File: src/jsu_pkg.sv
`timescale 1ns / 1ps

package jsu_pkg;

  // Default widths and depths handed to the top level.
  localparam int unsigned LOC_WIDTH_DEF   = 16;
  localparam int unsigned QUEUE_DEPTH_DEF = 4;

  // Width of the location fields on the result ports.
  localparam int unsigned LOC_OUT_W = 16;
  // Width of a Unicode scalar value.
  localparam int unsigned CP_W      = 21;

  // Result kinds.
  localparam logic [1:0] KIND_BYTE  = 2'd0;
  localparam logic [1:0] KIND_DONE  = 2'd1;
  localparam logic [1:0] KIND_ERROR = 2'd2;

  // Error codes.
  localparam logic [3:0] ERR_EXPECTED_STRING = 4'd0;
  localparam logic [3:0] ERR_CONTROL_CHAR    = 4'd1;
  localparam logic [3:0] ERR_EOF_ESCAPE      = 4'd2;
  localparam logic [3:0] ERR_EOF_HEX         = 4'd3;
  localparam logic [3:0] ERR_BAD_HEX         = 4'd4;
  localparam logic [3:0] ERR_NO_BACKSLASH    = 4'd5;
  localparam logic [3:0] ERR_NO_U            = 4'd6;
  localparam logic [3:0] ERR_BAD_LOW         = 4'd7;
  localparam logic [3:0] ERR_LONE_LOW        = 4'd8;
  localparam logic [3:0] ERR_BAD_ESCAPE      = 4'd9;
  localparam logic [3:0] ERR_UNTERMINATED    = 4'd10;

  // Operations passed from the decoder to the output sequencer.
  typedef enum logic [1:0] {
    OP_BYTE,
    OP_CODEPOINT,
    OP_DONE,
    OP_ERROR
  } op_e;

  typedef struct packed {
    op_e                  op;
    logic [CP_W-1:0]      data;
    logic [3:0]           code;
    logic [LOC_OUT_W-1:0] line;
    logic [LOC_OUT_W-1:0] col;
  } cmd_t;

endpackage

File: src/json_string_unescape_utf8_unit.sv
`timescale 1ns / 1ps

// Channel  | Ports                                          | Handshake
// -------- | ---------------------------------------------- | ----------------------
// input    | in_byte_i, end_of_input_i                      | push / full
// result   | kind_o, out_byte_o, error_code_o, err_line_o,  | empty / pop
//          | err_col_o, last_o                              |
//
// One input word is taken every cycle while the command queue has room; the
// decoder handles it in that cycle, and any command it makes is registered into the queue.
// A \u escape produces one command that leaves as one to four result words, one
// per cycle while pop is held at the sequencer; every other command leaves as a single word.
// full depends only on the queue fill, so a stalled consumer backs up the
// queue before the input side stops. Reset clears decoder state and empties
// the queue.

module json_string_unescape_utf8_unit #(
  parameter int unsigned LOC_WIDTH   = jsu_pkg::LOC_WIDTH_DEF,
  parameter int unsigned QUEUE_DEPTH = jsu_pkg::QUEUE_DEPTH_DEF
) (
  input  logic                          clk_i,
  input  logic                          rst_ni,
  input  logic                          push,
  output logic                          full,
  input  logic [7:0]                    in_byte_i,
  input  logic                          end_of_input_i,
  output logic                          empty,
  input  logic                          pop,
  output logic [1:0]                    kind_o,
  output logic [7:0]                    out_byte_o,
  output logic [3:0]                    error_code_o,
  output logic [jsu_pkg::LOC_OUT_W-1:0] err_line_o,
  output logic [jsu_pkg::LOC_OUT_W-1:0] err_col_o,
  output logic                          last_o
);

  logic          accept;
  logic          cmd_valid;
  jsu_pkg::cmd_t cmd_in, cmd_head;
  logic          cmd_done;

  // A word is accepted whenever the queue can hold whatever it produces.
  assign accept = push && !full;

  // The decoder tracks the string mode and the location, and turns each
  // word into at most one command for the queue.
  jsu_front #(
    .LOC_WIDTH(LOC_WIDTH)
  ) u_front (
    .clk_i          (clk_i),
    .rst_ni         (rst_ni),
    .valid_i        (accept),
    .in_byte_i      (in_byte_i),
    .end_of_input_i (end_of_input_i),
    .cmd_valid_o    (cmd_valid),
    .cmd_o          (cmd_in)
  );

  // The queue decouples decoding from the multi-word UTF-8 output.
  jsu_fifo #(
    .DEPTH(QUEUE_DEPTH)
  ) u_fifo (
    .clk_i   (clk_i),
    .rst_ni  (rst_ni),
    .wr_i    (cmd_valid),
    .wdata_i (cmd_in),
    .rd_i    (cmd_done),
    .rdata_o (cmd_head),
    .full_o  (full),
    .empty_o (empty)
  );

  // The sequencer walks the head command one result word at a time and
  // retires it on its final word.
  jsu_back u_back (
    .clk_i        (clk_i),
    .rst_ni       (rst_ni),
    .cmd_valid_i  (!empty),
    .cmd_i        (cmd_head),
    .pop_i        (pop),
    .cmd_done_o   (cmd_done),
    .kind_o       (kind_o),
    .out_byte_o   (out_byte_o),
    .error_code_o (error_code_o),
    .err_line_o   (err_line_o),
    .err_col_o    (err_col_o),
    .last_o       (last_o)
  );

  // The queue can never report full and empty together.
  assert property (@(posedge clk_i) disable iff (!rst_ni) !(full && empty))
    else $error("queue reports full and empty at once");

  // Completion and error results are always single words.
  assert property (@(posedge clk_i) disable iff (!rst_ni)
    (!empty && kind_o != jsu_pkg::KIND_BYTE) |-> last_o)
    else $error("multi-word result that is not a decoded byte");

  // The queue only fills up as a result of an accepted word.
  assert property (@(posedge clk_i) disable iff (!rst_ni)
    $rose(full) |-> $past(push))
    else $error("queue filled without an accepted word");

  // The queue only drains after the consumer took a final word.
  assert property (@(posedge clk_i) disable iff (!rst_ni)
    $rose(empty) |-> ($past(pop) && $past(last_o)))
    else $error("queue drained without a final word popped");

endmodule

File: src/jsu_front.sv
`timescale 1ns / 1ps

module jsu_front #(
  parameter int unsigned LOC_WIDTH = jsu_pkg::LOC_WIDTH_DEF
) (
  input  logic          clk_i,
  input  logic          rst_ni,
  input  logic          valid_i,
  input  logic [7:0]    in_byte_i,
  input  logic          end_of_input_i,
  output logic          cmd_valid_o,
  output jsu_pkg::cmd_t cmd_o
);

  typedef enum logic [3:0] {
    MODE_WAIT,
    MODE_BODY,
    MODE_ESC,
    MODE_HEX1,
    MODE_PAIR_BS,
    MODE_PAIR_U,
    MODE_HEX2,
    MODE_DONE,
    MODE_ERR
  } mode_e;

  localparam logic [7:0] CH_TAB   = 8'h09;
  localparam logic [7:0] CH_LF    = 8'h0A;
  localparam logic [7:0] CH_CR    = 8'h0D;
  localparam logic [7:0] CH_SPACE = 8'h20;
  localparam logic [7:0] CH_QUOTE = 8'h22;
  localparam logic [7:0] CH_SLASH = 8'h2F;
  localparam logic [7:0] CH_BSL   = 8'h5C;
  localparam logic [7:0] CH_B     = 8'h62;
  localparam logic [7:0] CH_F     = 8'h66;
  localparam logic [7:0] CH_N     = 8'h6E;
  localparam logic [7:0] CH_R     = 8'h72;
  localparam logic [7:0] CH_T     = 8'h74;
  localparam logic [7:0] CH_U     = 8'h75;
  localparam logic [7:0] CH_BS    = 8'h08;
  localparam logic [7:0] CH_FF    = 8'h0C;

  // Top six bits of a high and of a low surrogate.
  localparam logic [5:0] SURR_HIGH = 6'b110110;
  localparam logic [5:0] SURR_LOW  = 6'b110111;
  localparam logic [jsu_pkg::CP_W-1:0] SUPP_BASE = 21'h10000;

  localparam logic [LOC_WIDTH-1:0] LOC_MAX = {LOC_WIDTH{1'b1}};
  localparam logic [LOC_WIDTH-1:0] LOC_ONE = LOC_WIDTH'(1);

  mode_e                mode_q, mode_d;
  logic [11:0]          acc_q, acc_d;
  logic [1:0]           digits_q, digits_d;
  logic [9:0]           hs_q, hs_d;
  logic [LOC_WIDTH-1:0] line_q, line_d, col_q, col_d;
  logic [LOC_WIDTH-1:0] sline_q, sline_d, scol_q, scol_d;

  logic [LOC_WIDTH-1:0] adv_line, adv_col;
  logic                 hex_ok;
  logic [3:0]           hex_val;
  logic [15:0]          unit;
  logic                 err;
  logic [3:0]           err_code;
  logic [LOC_WIDTH-1:0] err_line, err_col;

  // Location after consuming the current byte, saturating.
  always_comb begin
    adv_line = line_q;
    adv_col  = col_q;
    if (in_byte_i == CH_LF) begin
      if (line_q != LOC_MAX) begin
        adv_line = line_q + LOC_ONE;
      end
      adv_col = LOC_ONE;
    end else if (col_q != LOC_MAX) begin
      adv_col = col_q + LOC_ONE;
    end
  end

  always_comb begin
    hex_ok  = 1'b1;
    hex_val = 4'd0;
    if (in_byte_i >= 8'h30 && in_byte_i <= 8'h39) begin
      hex_val = in_byte_i[3:0];
    end else if ((in_byte_i >= 8'h61 && in_byte_i <= 8'h66) ||
                 (in_byte_i >= 8'h41 && in_byte_i <= 8'h46)) begin
      hex_val = in_byte_i[3:0] + 4'd9;
    end else begin
      hex_ok = 1'b0;
    end
  end

  assign unit = {acc_q, hex_val};

  always_comb begin
    mode_d   = mode_q;
    acc_d    = acc_q;
    digits_d = digits_q;
    hs_d     = hs_q;
    line_d   = line_q;
    col_d    = col_q;
    sline_d  = sline_q;
    scol_d   = scol_q;
    err      = 1'b0;
    err_code = jsu_pkg::ERR_EXPECTED_STRING;
    err_line = line_q;
    err_col  = col_q;
    cmd_valid_o = 1'b0;
    cmd_o = '{op: jsu_pkg::OP_BYTE, data: '0, code: '0, line: '0, col: '0};

    if (valid_i && end_of_input_i) begin
      unique case (mode_q)
        MODE_WAIT: begin
          err = 1'b1;
          err_code = jsu_pkg::ERR_EXPECTED_STRING;
        end
        MODE_BODY: begin
          err = 1'b1;
          err_code = jsu_pkg::ERR_UNTERMINATED;
        end
        MODE_ESC: begin
          err = 1'b1;
          err_code = jsu_pkg::ERR_EOF_ESCAPE;
        end
        MODE_HEX1, MODE_HEX2: begin
          err = 1'b1;
          err_code = jsu_pkg::ERR_EOF_HEX;
        end
        MODE_PAIR_BS: begin
          err = 1'b1;
          err_code = jsu_pkg::ERR_NO_BACKSLASH;
        end
        MODE_PAIR_U: begin
          err = 1'b1;
          err_code = jsu_pkg::ERR_NO_U;
        end
        default: begin
        end
      endcase
    end else if (valid_i) begin
      unique case (mode_q)
        MODE_WAIT: begin
          if (in_byte_i == CH_SPACE || in_byte_i == CH_TAB ||
              in_byte_i == CH_CR || in_byte_i == CH_LF) begin
            line_d = adv_line;
            col_d  = adv_col;
          end else if (in_byte_i == CH_QUOTE) begin
            line_d = adv_line;
            col_d  = adv_col;
            mode_d = MODE_BODY;
          end else begin
            err = 1'b1;
            err_code = jsu_pkg::ERR_EXPECTED_STRING;
          end
        end
        MODE_BODY: begin
          if (in_byte_i == CH_QUOTE) begin
            line_d = adv_line;
            col_d  = adv_col;
            cmd_valid_o = 1'b1;
            cmd_o.op = jsu_pkg::OP_DONE;
            mode_d = MODE_DONE;
          end else if (in_byte_i < CH_SPACE) begin
            err = 1'b1;
            err_code = jsu_pkg::ERR_CONTROL_CHAR;
          end else if (in_byte_i == CH_BSL) begin
            line_d = adv_line;
            col_d  = adv_col;
            mode_d = MODE_ESC;
          end else begin
            line_d = adv_line;
            col_d  = adv_col;
            cmd_valid_o = 1'b1;
            cmd_o.data = jsu_pkg::CP_W'(in_byte_i);
          end
        end
        MODE_ESC: begin
          line_d = adv_line;
          col_d  = adv_col;
          mode_d = MODE_BODY;
          cmd_valid_o = 1'b1;
          unique case (in_byte_i)
            CH_QUOTE, CH_BSL, CH_SLASH: cmd_o.data = jsu_pkg::CP_W'(in_byte_i);
            CH_B: cmd_o.data = jsu_pkg::CP_W'(CH_BS);
            CH_F: cmd_o.data = jsu_pkg::CP_W'(CH_FF);
            CH_N: cmd_o.data = jsu_pkg::CP_W'(CH_LF);
            CH_R: cmd_o.data = jsu_pkg::CP_W'(CH_CR);
            CH_T: cmd_o.data = jsu_pkg::CP_W'(CH_TAB);
            CH_U: begin
              cmd_valid_o = 1'b0;
              acc_d    = '0;
              digits_d = '0;
              mode_d   = MODE_HEX1;
            end
            default: begin
              // The escape text counts toward the reported location.
              cmd_valid_o = 1'b0;
              err = 1'b1;
              err_code = jsu_pkg::ERR_BAD_ESCAPE;
              err_line = adv_line;
              err_col  = adv_col;
            end
          endcase
        end
        MODE_HEX1, MODE_HEX2: begin
          if (!hex_ok) begin
            err = 1'b1;
            err_code = jsu_pkg::ERR_BAD_HEX;
          end else begin
            line_d = adv_line;
            col_d  = adv_col;
            acc_d  = unit[11:0];
            if (digits_q != 2'd3) begin
              digits_d = digits_q + 2'd1;
            end else begin
              digits_d = '0;
              if (mode_q == MODE_HEX1) begin
                if (unit[15:10] == SURR_HIGH) begin
                  hs_d    = unit[9:0];
                  sline_d = adv_line;
                  scol_d  = adv_col;
                  mode_d  = MODE_PAIR_BS;
                end else if (unit[15:10] == SURR_LOW) begin
                  err = 1'b1;
                  err_code = jsu_pkg::ERR_LONE_LOW;
                  err_line = adv_line;
                  err_col  = adv_col;
                end else begin
                  cmd_valid_o = 1'b1;
                  cmd_o.op   = jsu_pkg::OP_CODEPOINT;
                  cmd_o.data = jsu_pkg::CP_W'(unit);
                  mode_d = MODE_BODY;
                end
              end else begin
                if (unit[15:10] != SURR_LOW) begin
                  // Location goes back to just after the high surrogate.
                  line_d = sline_q;
                  col_d  = scol_q;
                  err = 1'b1;
                  err_code = jsu_pkg::ERR_BAD_LOW;
                  err_line = sline_q;
                  err_col  = scol_q;
                end else begin
                  cmd_valid_o = 1'b1;
                  cmd_o.op   = jsu_pkg::OP_CODEPOINT;
                  cmd_o.data = SUPP_BASE + jsu_pkg::CP_W'({hs_q, unit[9:0]});
                  mode_d = MODE_BODY;
                end
              end
            end
          end
        end
        MODE_PAIR_BS: begin
          if (in_byte_i == CH_BSL) begin
            line_d = adv_line;
            col_d  = adv_col;
            mode_d = MODE_PAIR_U;
          end else begin
            err = 1'b1;
            err_code = jsu_pkg::ERR_NO_BACKSLASH;
          end
        end
        MODE_PAIR_U: begin
          if (in_byte_i == CH_U) begin
            line_d   = adv_line;
            col_d    = adv_col;
            acc_d    = '0;
            digits_d = '0;
            mode_d   = MODE_HEX2;
          end else begin
            err = 1'b1;
            err_code = jsu_pkg::ERR_NO_U;
          end
        end
        default: begin
        end
      endcase
    end

    if (err) begin
      cmd_valid_o = 1'b1;
      cmd_o.op   = jsu_pkg::OP_ERROR;
      cmd_o.data = '0;
      cmd_o.code = err_code;
      cmd_o.line = jsu_pkg::LOC_OUT_W'(err_line);
      cmd_o.col  = jsu_pkg::LOC_OUT_W'(err_col);
      mode_d = MODE_ERR;
    end

    // End of text returns everything to the reset state.
    if (valid_i && end_of_input_i) begin
      mode_d   = MODE_WAIT;
      acc_d    = '0;
      digits_d = '0;
      hs_d     = '0;
      line_d   = LOC_ONE;
      col_d    = LOC_ONE;
      sline_d  = LOC_ONE;
      scol_d   = LOC_ONE;
    end
  end

  always_ff @(posedge clk_i or negedge rst_ni) begin
    if (!rst_ni) begin
      mode_q   <= MODE_WAIT;
      acc_q    <= '0;
      digits_q <= '0;
      hs_q     <= '0;
      line_q   <= LOC_ONE;
      col_q    <= LOC_ONE;
      sline_q  <= LOC_ONE;
      scol_q   <= LOC_ONE;
    end else begin
      mode_q   <= mode_d;
      acc_q    <= acc_d;
      digits_q <= digits_d;
      hs_q     <= hs_d;
      line_q   <= line_d;
      col_q    <= col_d;
      sline_q  <= sline_d;
      scol_q   <= scol_d;
    end
  end

endmodule

File: src/jsu_fifo.sv
`timescale 1ns / 1ps

module jsu_fifo #(
  parameter int unsigned DEPTH = jsu_pkg::QUEUE_DEPTH_DEF
) (
  input  logic          clk_i,
  input  logic          rst_ni,
  input  logic          wr_i,
  input  jsu_pkg::cmd_t wdata_i,
  input  logic          rd_i,
  output jsu_pkg::cmd_t rdata_o,
  output logic          full_o,
  output logic          empty_o
);

  localparam int unsigned PTR_W = (DEPTH > 1) ? $clog2(DEPTH) : 1;
  localparam int unsigned CNT_W = $clog2(DEPTH + 1);
  localparam logic [PTR_W-1:0] PTR_LAST = PTR_W'(DEPTH - 1);
  localparam logic [CNT_W-1:0] CNT_FULL = CNT_W'(DEPTH);

  jsu_pkg::cmd_t    mem_q [DEPTH];
  logic [PTR_W-1:0] wptr_q, rptr_q;
  logic [CNT_W-1:0] cnt_q;
  logic             do_wr, do_rd;

  assign full_o  = (cnt_q == CNT_FULL);
  assign empty_o = (cnt_q == '0);
  assign do_wr   = wr_i && !full_o;
  assign do_rd   = rd_i && !empty_o;
  assign rdata_o = mem_q[rptr_q];

  always_ff @(posedge clk_i) begin
    if (do_wr) begin
      mem_q[wptr_q] <= wdata_i;
    end
  end

  always_ff @(posedge clk_i or negedge rst_ni) begin
    if (!rst_ni) begin
      wptr_q <= '0;
      rptr_q <= '0;
      cnt_q  <= '0;
    end else begin
      if (do_wr) begin
        wptr_q <= (wptr_q == PTR_LAST) ? '0 : wptr_q + PTR_W'(1);
      end
      if (do_rd) begin
        rptr_q <= (rptr_q == PTR_LAST) ? '0 : rptr_q + PTR_W'(1);
      end
      if (do_wr && !do_rd) begin
        cnt_q <= cnt_q + CNT_W'(1);
      end else if (do_rd && !do_wr) begin
        cnt_q <= cnt_q - CNT_W'(1);
      end
    end
  end

endmodule

File: src/jsu_back.sv
`timescale 1ns / 1ps

module jsu_back (
  input  logic                          clk_i,
  input  logic                          rst_ni,
  input  logic                          cmd_valid_i,
  input  jsu_pkg::cmd_t                 cmd_i,
  input  logic                          pop_i,
  output logic                          cmd_done_o,
  output logic [1:0]                    kind_o,
  output logic [7:0]                    out_byte_o,
  output logic [3:0]                    error_code_o,
  output logic [jsu_pkg::LOC_OUT_W-1:0] err_line_o,
  output logic [jsu_pkg::LOC_OUT_W-1:0] err_col_o,
  output logic                          last_o
);

  logic [1:0]                idx_q;
  logic [1:0]                nlast;
  logic [1:0]                pos;
  logic [5:0]                grp;
  logic [jsu_pkg::CP_W-1:0]  d;

  assign d = cmd_i.data;

  // Index of the final UTF-8 byte for this command.
  always_comb begin
    nlast = 2'd0;
    if (cmd_i.op == jsu_pkg::OP_CODEPOINT) begin
      if (d[20:7] == '0) begin
        nlast = 2'd0;
      end else if (d[20:11] == '0) begin
        nlast = 2'd1;
      end else if (d[20:16] == '0) begin
        nlast = 2'd2;
      end else begin
        nlast = 2'd3;
      end
    end
  end

  assign pos = nlast - idx_q;

  always_comb begin
    unique case (pos)
      2'd0:    grp = d[5:0];
      2'd1:    grp = d[11:6];
      default: grp = d[17:12];
    endcase
  end

  always_comb begin
    kind_o       = jsu_pkg::KIND_BYTE;
    out_byte_o   = '0;
    error_code_o = '0;
    err_line_o   = '0;
    err_col_o    = '0;
    unique case (cmd_i.op)
      jsu_pkg::OP_BYTE: out_byte_o = d[7:0];
      jsu_pkg::OP_CODEPOINT: begin
        if (idx_q == 2'd0) begin
          unique case (nlast)
            2'd0: out_byte_o = d[7:0];
            2'd1: out_byte_o = {3'b110, d[10:6]};
            2'd2: out_byte_o = {4'b1110, d[15:12]};
            default: out_byte_o = {5'b11110, d[20:18]};
          endcase
        end else begin
          out_byte_o = {2'b10, grp};
        end
      end
      jsu_pkg::OP_DONE: kind_o = jsu_pkg::KIND_DONE;
      default: begin
        kind_o       = jsu_pkg::KIND_ERROR;
        error_code_o = cmd_i.code;
        err_line_o   = cmd_i.line;
        err_col_o    = cmd_i.col;
      end
    endcase
  end

  assign last_o     = (idx_q == nlast);
  assign cmd_done_o = cmd_valid_i && pop_i && last_o;

  always_ff @(posedge clk_i or negedge rst_ni) begin
    if (!rst_ni) begin
      idx_q <= '0;
    end else if (cmd_valid_i && pop_i) begin
      idx_q <= last_o ? 2'd0 : idx_q + 2'd1;
    end
  end

endmodule
File: config.mk
export PLATFORM = sky130hd
export DESIGN_NAME = json_string_unescape_utf8_unit
export DESIGN_NICKNAME = d
export VERILOG_FILES = /design/src/jsu_pkg.sv /design/src/json_string_unescape_utf8_unit.sv /design/src/jsu_front.sv /design/src/jsu_fifo.sv /design/src/jsu_back.sv
export SDC_FILE = /design/constraint.sdc
export NUM_CORES = 1
export LEC_CHECK = 0
export ABC_AREA = 1
export BUFFER_PORTS_ARGS = -buffer_cell sky130_fd_sc_hd__buf_2
export CORE_ASPECT_RATIO = 1.25
export CORE_MARGIN = 2
export CORE_UTILIZATION = 59
export CTS_CLUSTER_SIZE = 20
export DETAILED_ROUTE_END_ITERATION = 16
export PLACE_DENSITY = 0.84
export SYNTH_ARGS = -nofsm -noshare
export SYNTH_HDL_FRONTEND = slang
export SYNTH_SLANG_ARGS = --single-unit
File: constraint.sdc
create_clock -name clk_i -period 7.9 [get_ports clk_i]
set_input_delay 0.79 -clock clk_i [delete_from_list [all_inputs] [get_ports clk_i]]
set_output_delay 0.79 -clock clk_i [all_outputs]
set_load 0.02 [all_outputs]
* Word level (Yosys, flattened, before mapping) *
Memory sizes are Yosys's and may differ from the RTL's.
Index checks and enable logic that the tools add are counted.

word-level totals
  output and inout port bits = 49
  memories kept = 1
  bits in registers = 101
  logic and storage cells = 316
  bits in writable memories = 236
  input port bits = 13

cells by class
  reductions and logical operators = 50
  muxes and demuxes = 184
  equal/unequal tests = 51
  $lt $le $gt $ge = 7
  $add $sub $neg = 11

memories
  memory        depth  bits a word  rd ports  clocked after Yosys merged registers in  write ports  line            text
  u_fifo.mem_q  4      59           1         0                                        1            jsu_fifo.sv:21  jsu_pkg::cmd_t mem_q [DEPTH];

operator list
  cell                    number
  $mux 16                 62
  $pmux 16 s6             2
  $mux 23                 6
  $mux 4                  28
  $mux 10                 7
  $pmux 16 s2             2
  $pmux 21 s3             1
  $mux 59                 1
  $eq 8x7->1 const B      7
  $mux 12                 4
  $pmux 8 s6              1
  $mux 22                 2
  $mux 21                 2
  $pmux 4 s5              2
  $mux 1                  34
  $add 16x1->16 const B   2
  $ne 16x16->1 const B    2
  $mux 2                  13
  $eq 8x4->1 const B      3
  $eq 8x6->1 const B      3
  $pmux 12 s2             1
  $pmux 4 s6              1
  $pmux 8 s3              1
  $add 17x20->21 const A  1
  55 further kinds        115

* Longest topological paths before layout *
  word-level depth = 15
  depth in mapped cells = 22
  depth with buffers taken out = 21

* Cells and area by module *
A second synthesis with hierarchy kept.

second synthesis, totals
  cells, all modules = 2211
  area total of the unflattened synthesis = 18844.3 µm²

by module, submodules not included
  module                          seq. area each (µm²)  area an instance (µm²)  cells each  times used
  jsu_fifo                        7262.0                9761.9                  749         1
  jsu_front                       2307.2                7910.1                  1230        1
  jsu_back                        50.0                  1158.6                  229         1
  json_string_unescape_utf8_unit  0.0                   13.8                    3           1

* Worst setup path after synthesis *
No wires, ideal clock.

  path kind = input to register
  start point = input port in_byte_i[1]
  end point = memory u_fifo.mem_q[0][0] in the netlist's numbering (enable)
  setup slack = 915 ps
  library setup time = 566 ps
  buffers on the path = 0
  cell stages on the path = 12
  required time = 7334 ps
  arrival = 6419 ps
  cell sequence = inv_1 ha_1 nand2_1 nand3_1 nand3_2 nand2_2 nand2_4 a21oi_4 nand2_2 nand2_1 o21ai_2 a21boi_0

on the way
  word-level cells in the longest chain between the ends = 13
  elaborated cells between the ends (all ways) = 53
  classes of those cells = order compare: 7; eq/ne: 13; mux: 23; reduce/logical: 10

RTL lines
  element                                      line                                  text
  from (decl)                                  json_string_unescape_utf8_unit.sv:25  input logic [7:0] in_byte_i,
  $ge 8x7->1, or another cell as far along     jsu_front.sv:85                       end else if ((in_byte_i >= 8'h61 && in_byte_i <= 8'h66) ||
  $logic_and 1x1->1, on equally long branches  jsu_front.sv:85, jsu_front.sv:86
  $logic_or 1x1->1                             jsu_front.sv:85
  $mux 1                                       jsu_front.sv:85
  $mux 1                                       jsu_front.sv:83                       if (in_byte_i >= 8'h30 && in_byte_i <= 8'h39) begin
  $mux 1                                       jsu_front.sv:206                      if (!hex_ok) begin
  $pmux 1 s6 or $pmux 1 s3 (tied branches)     jsu_front.sv:141                      unique case (mode_q)
  $mux 1                                       jsu_front.sv:140                      end else if (valid_i) begin
  $mux 1                                       jsu_front.sv:111                      if (valid_i && end_of_input_i) begin
  $mux 1 *                                     jsu_front.sv:280                      if (err) begin
  $logic_and 1x1->1 *                          jsu_fifo.sv:28                        assign do_wr = wr_i && !full_o;
  $mux 1 *                                     jsu_fifo.sv:33                        if (do_wr) begin
  $mux 1 (not written as such) *               jsu_fifo.sv:34                        mem_q[wptr_q] <= wdata_i;
  to (decl)                                    jsu_fifo.sv:21

Mark *: on every way between the ends. The rest lies on a longest branch, timed or not.

* Worst setup path in the final report *
  start point = register u_fifo.rptr_q[0]
  end point = output port out_byte_o[4]

on the way
  word-level cells in the longest chain between the ends = 11
  elaborated cells between the ends (all ways) = 20
  classes of those cells = add/sub: 1; eq/ne: 4; mux: 8; reduce/logical: 6; memory: 1

RTL lines
  element                                        line                                  text
  from (decl)                                    jsu_fifo.sv:22                        logic [PTR_W-1:0] wptr_q, rptr_q;
  from (signal assigned)                         jsu_fifo.sv:48                        rptr_q <= (rptr_q == PTR_LAST) ? '0 : rptr_q + PTR_W'(1);
  $mem_v2 4x59 *                                 --
  $logic_not 5->1                                jsu_back.sv:34                        end else if (d[20:16] == '0) begin
  $mux 1                                         jsu_back.sv:34
  $mux 2                                         jsu_back.sv:32                        end else if (d[20:11] == '0) begin
  $mux 2                                         jsu_back.sv:30                        if (d[20:7] == '0) begin
  $mux 2                                         jsu_back.sv:29                        if (cmd_i.op == jsu_pkg::OP_CODEPOINT) begin
  $sub 2x2->2                                    jsu_back.sv:42                        assign pos = nlast - idx_q;
  $eq 2x1->1 or $logic_not 2->1 (tied branches)  jsu_back.sv:45                        unique case (pos)
  $pmux 6 s2                                     jsu_back.sv:45
  $mux 8                                         jsu_back.sv:61                        if (idx_q == 2'd0) begin
  $pmux 8 s2 *                                   jsu_back.sv:58                        unique case (cmd_i.op)
  to (decl)                                      json_string_unescape_utf8_unit.sv:30  output logic [7:0] out_byte_o,

Marked as above.

==> out/metrics.yaml <==
post-cts-setup-buffers: 0
synth_top_flop_cell: "edfxtp_1"
final_common_cell: "nand2_1"
dp_hpwl_um: 33000
rows: 70
hold_viol: 0
ant_nets: 0
hp-class: "in2async"
p_switching_mw: 3.06
ys_seq_area_frac: 0.550
reg2reg_depth: 17
syn_inst: 1996
drv_slew: 0
clock_path_buffers: 3
ioPinCount: 62
hold_slack_ns: 0.309
path_clk_slew_ns: 0.07
skew_ns: 0.0268
seq_power_share: 0.356
drive_above_1_share: 0.0998
run_status: "complete, no violations"
grt_antenna_before_repair: 1
numPortBuffers: 61
worstReg2RegEnd: "u_fifo.cnt_q[1]"
p_leak_nw: 7.68
detail_route.vias_per_cell: 6.14
cts_resized: 0
clock_latency_ns: 0.53
cp.depth: 19
synth-seq-cells: 337
gr-total-overflow: 0
min_period_over_period: 0.699
required_ns: 7.11
cts_max_level: 2
grt_start_max_net_pins: 70
critPathSlowestCell: "dfrtp_4"
grt.total_usage: 0.323
final_cell_mix: "nand2_1 (419), nor2_1 (262), edfxtp_1 (236), o21ai_0 (196), inv_1 (166)"
setup_tns_ns: 0
wl_per_cell_um: 20.6
numCtsBuffers: 34
setup_ws_ns: 2.38
critPathLaunch: "u_fifo.rptr_q[0]"
setup_violations: 0
ctsHoldBuffers: 0
fmaxAchievable_mhz: 181
crit_end: "out_byte_o[4]"
final_cells: 2441
arrival_ns: 4.73
rsz0062_at_grt: "false"
p_comb_frac: 0.414
drt_first_pass_iters: 6
crit_path_max_fanout: 69
grt_pass1_wl_um: 77600
syn_nets: 2030
start_util: 0.598
path_common_cell: "nand2_1"
regToRegStartpoint: "u_fifo.rptr_q[0]"
path_delay_family: "simple AND/OR/NAND/NOR gates"
path_buf_inv: 6
path_cells: "inv_2, buf_4, nand2_1, nand3_1, nand2_1, nor2_2, inv_1, a21oi_1, inv_1, ha_1, inv_1, nand3_2, nand2_2, nand3_1, nand3_1, nand2_1, nand2_1, nand2_1, buf_2"
p_per_area_nw_per_um2: 372
die_width_um: 158
vdd_drop_max_v: 0.000321
syn_area_per_cell_um2: 8.77
cts_root_buf: "clkbuf_16"
synthArstFlopShare: 0.300
pwr-share-clk: 0.230
synth_edf_count: 236
place.gp.congestion: 0.920
netSwitchingFraction: 0.430
maxCapViolCount: 0
synthToLayoutAreaGrowth_pct: 9.61
syn_area_um2: 17500
route.vias.total: 15000
die_h_um: 197
dr.first_iter.drc_count: 1624
grt_pass1_vias: 14600
cts_sinks: 337
p_total_mw: 7.13
rrSetupSlack_ns: 2.79
dp_cells: 2379
max_stage_delay_ns: 0.75
core_um2: 29300
ys_types: 60
setup.worst_path.end_class: "output port"
yosys_warnings: 0
worst_pin_slew_ns: 1.28
p_int_mw: 4.06
period_minus_slack_ns: 5.52
nNetsFinal: 2053
cts_tree: "done"
pre_cts_slack_ns: 2.80
drcViolationCount: 0
wl_um: 50200
setup.worst_path.start_class: "flop"
slew_headroom: 0.147
path_class: "reg2out"
die_area_um2: 31100
diodes: 0
through the flow:
stage,util,cell area (um^2)
finish,0.656,19200
global route,0.656,19200
CTS,0.656,19200
detailed placement,0.616,18000
global placement,0.616,18000
floorplan,-,17500
worst min path at each step:
stage | from | endpoint | slack (ns) | depth (start not counted)
2_1_floorplan | u_front.scol_q[6] | u_front.scol_q[6] | 0.45 | 2
3_3_place_gp | u_front.scol_q[7] | u_front.scol_q[7] | 0.47 | 2
3_5_place_dp | u_front.scol_q[7] | u_front.scol_q[7] | 0.47 | 2
4_1_cts | rst_ni | u_front.line_q[14] | 0.32 | 1
5_1_grt | rst_ni | u_front.mode_q[1] | 0.35 | 1
6_report | rst_ni | u_front.scol_q[2] | 0.31 | 1
sequential cells by signal, indices dropped and copies added, names as in the netlist:
register / cells
u_front.acc_q: 12
u_front.digits_q: 2
u_back.idx_q: 2
u_front.sline_q: 16
u_front.col_q: 16
u_front.hs_q: 10
u_front.scol_q: 16
u_front.line_q: 16
u_fifo.wptr_q: 2
u_fifo.rptr_q: 2
u_fifo.mem_q: 236
u_fifo.cnt_q: 3
u_front.mode_q: 4
worst reg2reg max path, cell delays in order (launching register included):
cell and delay (ns):
dfrtp_4 0.75, inv_2 0.35, buf_4 0.50, nand2_1 0.15, nand3_1 0.13, nand2_1 0.11
nor2_2 0.37, inv_1 0.21, a21oi_1 0.31, inv_1 0.15, ha_1 0.48, nand2_1 0.16
nor2_1 0.25, inv_1 0.10, ha_1 0.22, inv_1 0.11, fa_1 0.39, mux2_2 0.27
power by group through the flow:
stage / combinational [mW] / clock [mW] / sequential, mW
after detailed placement: 2.91 / 0 / 2.56
after global routing: 3.26 / 1.72 / 2.57
after floorplan: 2.13 / 0 / 2.48
after global placement: 2.86 / 0 / 2.54
after CTS: 2.93 / 1.65 / 2.52
final: 2.95 / 1.64 / 2.53
cell families after synthesis:
logic type	synth area share
simple gates	0.219
compound gates	0.146
flops	0.550
buf+inv	0.0647
fa+ha+maj	0.0154
xor+xnor	0.00451
mux	0.000644
metal layers:
| metal | share of wire | track usage | up-vias |
|---|---|---|---|
| met3 | 0.086 | 0.0556 | 195 |
| met2 | 0.48 | 0.532 | 815 |
| met5 | 0.00026 | 0 | - |
| met1 | 0.38 | 0.411 | 7090 |
| li1 | - | - | 6885 |
| met4 | 0.051 | 0.169 | 2 |
cells in the mapped netlist (all sizes together), types with 13 or more instances:
cell    count  area (um^2)
ha         20          250
nand4      20          131
a21oi     103          527
buf        46          273
o21ai     227         1150
dfrtp      97         2430
nor2      273         1070
clkbuf     42          158
nand3     139          728
inv       181          682
a31oi      13         81.3
edfxtp    236         7090
nand2     434         1680
o22ai      56          394
nor3       31          165
o211ai     13         97.6
layout make-up:
cell class,count,area (um^2)
clock buffers,44,938
clock inverters,18,215
fillers,2361,10100
inverters,186,702
multi-input cells,1385,6790
flip-flops and latches,337,9620
well taps,396,495
repair buffers,75,413
Power figures use the tool's default switching activity.
